==> src/rtl/bpa_pkg.sv <==
`timescale 1ns / 1ps
// ----------------------------------------------------------------------------
// bpa_pkg
// Shared constants, types and codes of the bitmap page allocator.
// ----------------------------------------------------------------------------
package bpa_pkg;

  localparam int PAGE_COUNT     = 32768;
  localparam int PAGE_SHIFT     = 12;
  localparam int RESERVED_PAGES = 512;

  localparam int WORD_W      = 64;
  localparam int BIT_IDX_W   = $clog2(WORD_W);
  localparam int MAP_WORDS   = (PAGE_COUNT + WORD_W - 1) / WORD_W;
  localparam int WORD_IDX_W  = $clog2(MAP_WORDS);
  localparam int HINT_W      = WORD_IDX_W + 1;
  localparam int PAGE_IDX_W  = WORD_IDX_W + BIT_IDX_W;

  localparam int ADDR_IN_W   = 52;
  localparam int IN_DATA_W   = 56;
  localparam int PAGE_ADDR_W = 27;
  localparam int OUT_DATA_W  = 32;
  localparam int STATUS_W    = 2;
  localparam int PFN_W       = ADDR_IN_W - PAGE_SHIFT;

  localparam int RES_PAGES      = (RESERVED_PAGES > PAGE_COUNT) ? PAGE_COUNT : RESERVED_PAGES;
  localparam int RES_FULL_WORDS = RES_PAGES / WORD_W;
  localparam int RES_REM_BITS   = RES_PAGES % WORD_W;
  localparam logic [WORD_W-1:0] RES_PART_WORD = (WORD_W'(1) << RES_REM_BITS) - WORD_W'(1);

  localparam logic [STATUS_W-1:0] STATUS_OK         = 2'd0;
  localparam logic [STATUS_W-1:0] STATUS_OOM        = 2'd1;
  localparam logic [STATUS_W-1:0] STATUS_MISALIGNED = 2'd2;
  localparam logic [STATUS_W-1:0] STATUS_RANGE      = 2'd3;

  localparam logic ACTION_ALLOC = 1'b0;
  localparam logic ACTION_FREE  = 1'b1;

  typedef enum logic [2:0] {
    ST_CLEAR,
    ST_IDLE,
    ST_ALLOC_RD,
    ST_ALLOC_CHK,
    ST_FREE_CHK,
    ST_FREE_WR,
    ST_RESP
  } state_t;

  typedef struct packed {
    logic clear_wr;
    logic latch_req;
    logic alloc_rd;
    logic alloc_wr;
    logic hint_inc;
    logic set_oom;
    logic set_misalign;
    logic set_range;
    logic free_rd;
    logic free_wr;
  } ctl_cmd_t;

  typedef struct packed {
    logic clear_last;
    logic hint_end;
    logic word_full;
    logic misaligned;
    logic out_of_range;
  } dp_stat_t;

endpackage

==> src/rtl/bpa_ctrl.sv <==
`timescale 1ns / 1ps
// ----------------------------------------------------------------------------
// bpa_ctrl
// Sequencer of the allocator: clearing pass, request decode, bitmap scan and
// read-modify-write steps, result handoff.
// ----------------------------------------------------------------------------
module bpa_ctrl (
  input  logic              clk,
  input  logic              rst,
  input  logic              s_tvalid,
  output logic              s_tready,
  input  logic              action,
  output logic              m_tvalid,
  input  logic              m_tready,
  input  bpa_pkg::dp_stat_t stat,
  output bpa_pkg::ctl_cmd_t cmd
);
  import bpa_pkg::*;

  state_t state;
  state_t state_next;

  always_ff @(posedge clk) begin
    if (rst) begin
      state <= ST_CLEAR;
    end else begin
      state <= state_next;
    end
  end

  always_comb begin
    state_next = state;
    unique case (state)
      ST_CLEAR: begin
        if (stat.clear_last) state_next = ST_IDLE;
      end
      ST_IDLE: begin
        if (s_tvalid) state_next = (action == ACTION_FREE) ? ST_FREE_CHK : ST_ALLOC_RD;
      end
      ST_ALLOC_RD: begin
        state_next = stat.hint_end ? ST_RESP : ST_ALLOC_CHK;
      end
      ST_ALLOC_CHK: begin
        state_next = stat.word_full ? ST_ALLOC_RD : ST_RESP;
      end
      ST_FREE_CHK: begin
        state_next = (stat.misaligned || stat.out_of_range) ? ST_RESP : ST_FREE_WR;
      end
      ST_FREE_WR: begin
        state_next = ST_RESP;
      end
      ST_RESP: begin
        if (m_tready) state_next = ST_IDLE;
      end
      default: state_next = ST_CLEAR;
    endcase
  end

  always_comb begin
    cmd      = '0;
    s_tready = 1'b0;
    m_tvalid = 1'b0;
    unique case (state)
      ST_CLEAR: begin
        cmd.clear_wr = 1'b1;
      end
      ST_IDLE: begin
        s_tready      = 1'b1;
        cmd.latch_req = s_tvalid;
      end
      ST_ALLOC_RD: begin
        cmd.set_oom  = stat.hint_end;
        cmd.alloc_rd = !stat.hint_end;
      end
      ST_ALLOC_CHK: begin
        cmd.hint_inc = stat.word_full;
        cmd.alloc_wr = !stat.word_full;
      end
      ST_FREE_CHK: begin
        priority if (stat.misaligned) begin
          cmd.set_misalign = 1'b1;
        end else if (stat.out_of_range) begin
          cmd.set_range = 1'b1;
        end else begin
          cmd.free_rd = 1'b1;
        end
      end
      ST_FREE_WR: begin
        cmd.free_wr = 1'b1;
      end
      ST_RESP: begin
        m_tvalid = 1'b1;
      end
      default: ;
    endcase
  end

endmodule

==> config.mk <==
export PLATFORM = sky130hd
export DESIGN_NAME = bpa_ctrl
export DESIGN_NICKNAME = d
export VERILOG_FILES = /design/src/rtl/bpa_pkg.sv /design/src/rtl/bpa_ctrl.sv
export SDC_FILE = /design/constraint.sdc
export NUM_CORES = 1
export LEC_CHECK = 0
export BUFFER_PORTS_ARGS = -buffer_cell sky130_fd_sc_hd__buf_4
export CORE_AREA = 2 2 39 41
export CTS_CLUSTER_DIAMETER = 200
export DETAILED_ROUTE_END_ITERATION = 16
export DIE_AREA = 0 0 41 43
export GPL_ROUTABILITY_DRIVEN = 1
export PLACE_DENSITY = 0.59
export RECOVER_POWER = 25
export SLEW_MARGIN = 10
export SYNTH_ARGS = -nofsm -noshare
export SYNTH_HDL_FRONTEND = slang
export SYNTH_SLANG_ARGS = --single-unit
==> constraint.sdc <==
create_clock -name clk -period 1.15 [get_ports clk]
set_input_delay 0.23 -clock clk [delete_from_list [all_inputs] [get_ports clk]]
set_output_delay 0.23 -clock clk [all_outputs]
set_load 0.01 [all_outputs]
==> results.md <==
- Outcome: finished, violations left
- Failing checks: negative setup slack
- CTS Buf Count: 3
- Worst Path Arrival: 1140 ps
- Number of I/O port buffers: 21
- Die Ht: 43 µm
- Diodes inserted: 0
- Number of flip-flops in the largest register: 3
- Mean post-synth cell area: 7.41 µm²
- Critical Path End Type: output pin
- Area growth from synthesis to layout: 165%
- I/O Pins: 22
- CTS tree: built
- Pwr dens: 1170 nW/µm²
- Initial Utilization: 19.8%
- CP Cell Sequence: buf_4 -> nor4b_4 -> buf_4
- Netlist cell types: 21
- Final setup fails: 14
- Final Total Pwr: 851 µW
- Drt drc: 0
- Post-synth top area share: 21.9%
- CTS H-Tree Depth: 1
- Initial antenna violation count: 0
- CP dominant cell by count: buf_4
- Max cap viols: 0
- Vias in the first global route: 416
- DP HPWL: 776 µm
- Worst Setup SP: state[0]$_SDFFE_PP0P_
- Cell family with most CP delay: flip-flops
- Fin crit share: 119%
- Largest net degree at the start of global routing: 9
- Max Fclk: 730 MHz
- Crit path launch type: flop
- Die Span X: 41 µm
- WP data required: 920 ps
- Layout net count: 84
- Final Util: 52.4%
- Hold Startpoint: rst
- Worst-path clk slew: 30 ps
- Minimum clock period: 1370 ps
- Fillers: 136
- Deepest clock path buffer count: 2
- Share of cells above drive strength 1: 79.5%
- Setup Skew: 1.03 ps
- Synth area leader: dfxtp_1
- Clock Latency Late Sink: 230 ps
- Crit Path Class: flop to output pin
- GPL Wtd Cong: 0.798
- Vias per cell: 4.76
- Synth top area cells: dfxtp_1 (22%), nor3_1 (9.1%), mux4_2 (8.2%)
- Yosys reg bits: 3
- Synth warnings: 0
- WL/cell: 12.4 µm
- Vias: 424
- RSZ-0062 raised after global routing: yes
- Leak: 0.000310 µW
- Worst Tran Pin Value: 208 ps
- Routed wire length: 1.10 mm
- Slowest cell delay on critical path: 370 ps
- Hold-fix buffers, CTS: 0
- Buf/Inv on CP: 2
- Post-synthesis sequential area ratio: 21.9%
- First-pass GRT wire length: 1.73 mm
- FF-to-FF Start: state[2]$_SDFFE_PP0P_
- DP Worst Slack: -48.3 ps
- Cell Rows: 14
- WHS: 184 ps
- Design Area, Final: 726 µm²
- Biggest register: state
- Initial DRC Count: 5
- Min-delay worst type: input pin to flop
- Biggest regs: state: 3 flops
- Clock sink total: 3
- Placed instance area: 507 µm²
- Core area: 1380 µm²
- Maximum VDD drop: 0.678 mV
- Mapped Cells: 37
- Hold Fails Final Rpt: 0
- Final ANT Viol Nets: 0
- GRT Overall Usage: 14.5%
- Die area: 1760 µm²
- Syn nets: 47
- Relative slew slack: 86.1%
- Worst path slowest cell: dfxtp_4
- Max-slew violations: 0
- Worst-path fanout max: 5
- CTS root buf: clkbuf_4
- Total gr overflow: 0
- First drt pass iteration count: 3
- Fin worst setup slack: -221 ps
- Cell Area, Synth: 274 µm²
[worst paths after layout]
check | slack (ps) | depth (start not counted) | endpoint
setup / recovery | -220 | 3 | cmd[2]
setup reg to reg | -180 | 3 | state[0]$_SDFFE_PP0P_
hold / removal | 180 | 2 | state[1]$_SDFFE_PP0P_
hold reg to reg | 620 | 2 | state[2]$_SDFFE_PP0P_
[logic make-up after synthesis]
group | Yosys count | synth area share [%]
DFF | 3 | 21.9
AOI/OAI and AO/OA | 5 | 12.3
muxes | 1 | 8.22
buffers and inverters | 4 | 8.67
and+or+nand+nor | 24 | 48.9
[cells in the mapped netlist]
cell type	count
nand2b_1	2
buf_6	1
mux4_2	1
a22o_1	1
nand3_1	1
and2_1	1
a311oi_1	1
dfxtp_1	3
and3_1	2
nor3b_1	1
nor3_1	5
o21ai_0	2
nor2_1	5
nor4_1	1
nand4b_1	1
inv_1	2
nor2b_1	3
nand2_1	1
nor4b_1	1
a31oi_1	1
buf_2	1
[final cells by class]
type	count	area [µm²]	area share, %
timing repair buffer	34	289	39.8
tap	16	20.0	2.76
clock buffer	4	26.3	3.62
inverter	2	12.5	1.72
multi-input combinational	30	307	42.2
sequential	3	71.3	9.83
[per-layer routing]
| metal | vias up | track usage [%] | wire length (µm) | part of all wire (%) |
|---|---|---|---|---|
| met4 | 0 | 10.0 | 40 | 3.6 |
| li1 | 207 | - | - | - |
| met2 | 16 | 20.6 | 524 | 48 |
| met5 | - | 0 | 0 | 0 |
| met3 | 4 | 4.19 | 62 | 5.6 |
| met1 | 197 | 17.7 | 476 | 43 |
[metrics by stage]
step / TNS, ps / std cells
finish: -2310 / 89
detailed placement: -101 / 79
global route: -3000 / 89
global placement: -79.5 / 79
CTS: -2150 / 84
floorplan: -31.2 / 37
[power by group]
group	switching (µW)	total (µW)	leakage [µW]	internal [µW]
clock	50.0	180	0.0000150	130
sequential	44.3	175	0.0000267	131
combinational	208	497	0.000268	288
total	302	851	0.000310	549
[timing repair]
| action | 4_1_cts | 5_1_grt |
|---|---|---|
| hold endpoints to repair | 0 | 0 |
| pin swaps | 5 | 7 |
| endpoints found under the setup margin | 13 | 14 |
| gates resized for setup | 19 | 18 |
| buffers inserted | 1 | 5 |
[placed cells by master, fill, tap and decap left out, drive strengths merged, types with 2 or more instances in the layout]
cell type	instances
nor3	5
and3	2
o21ai	2
inv	2
nor2	5
clkbuf	4
dfxtp	3
nand2b	2
buf	34
nor2b	3
Note: power is estimated with default switching activity, not from simulation.
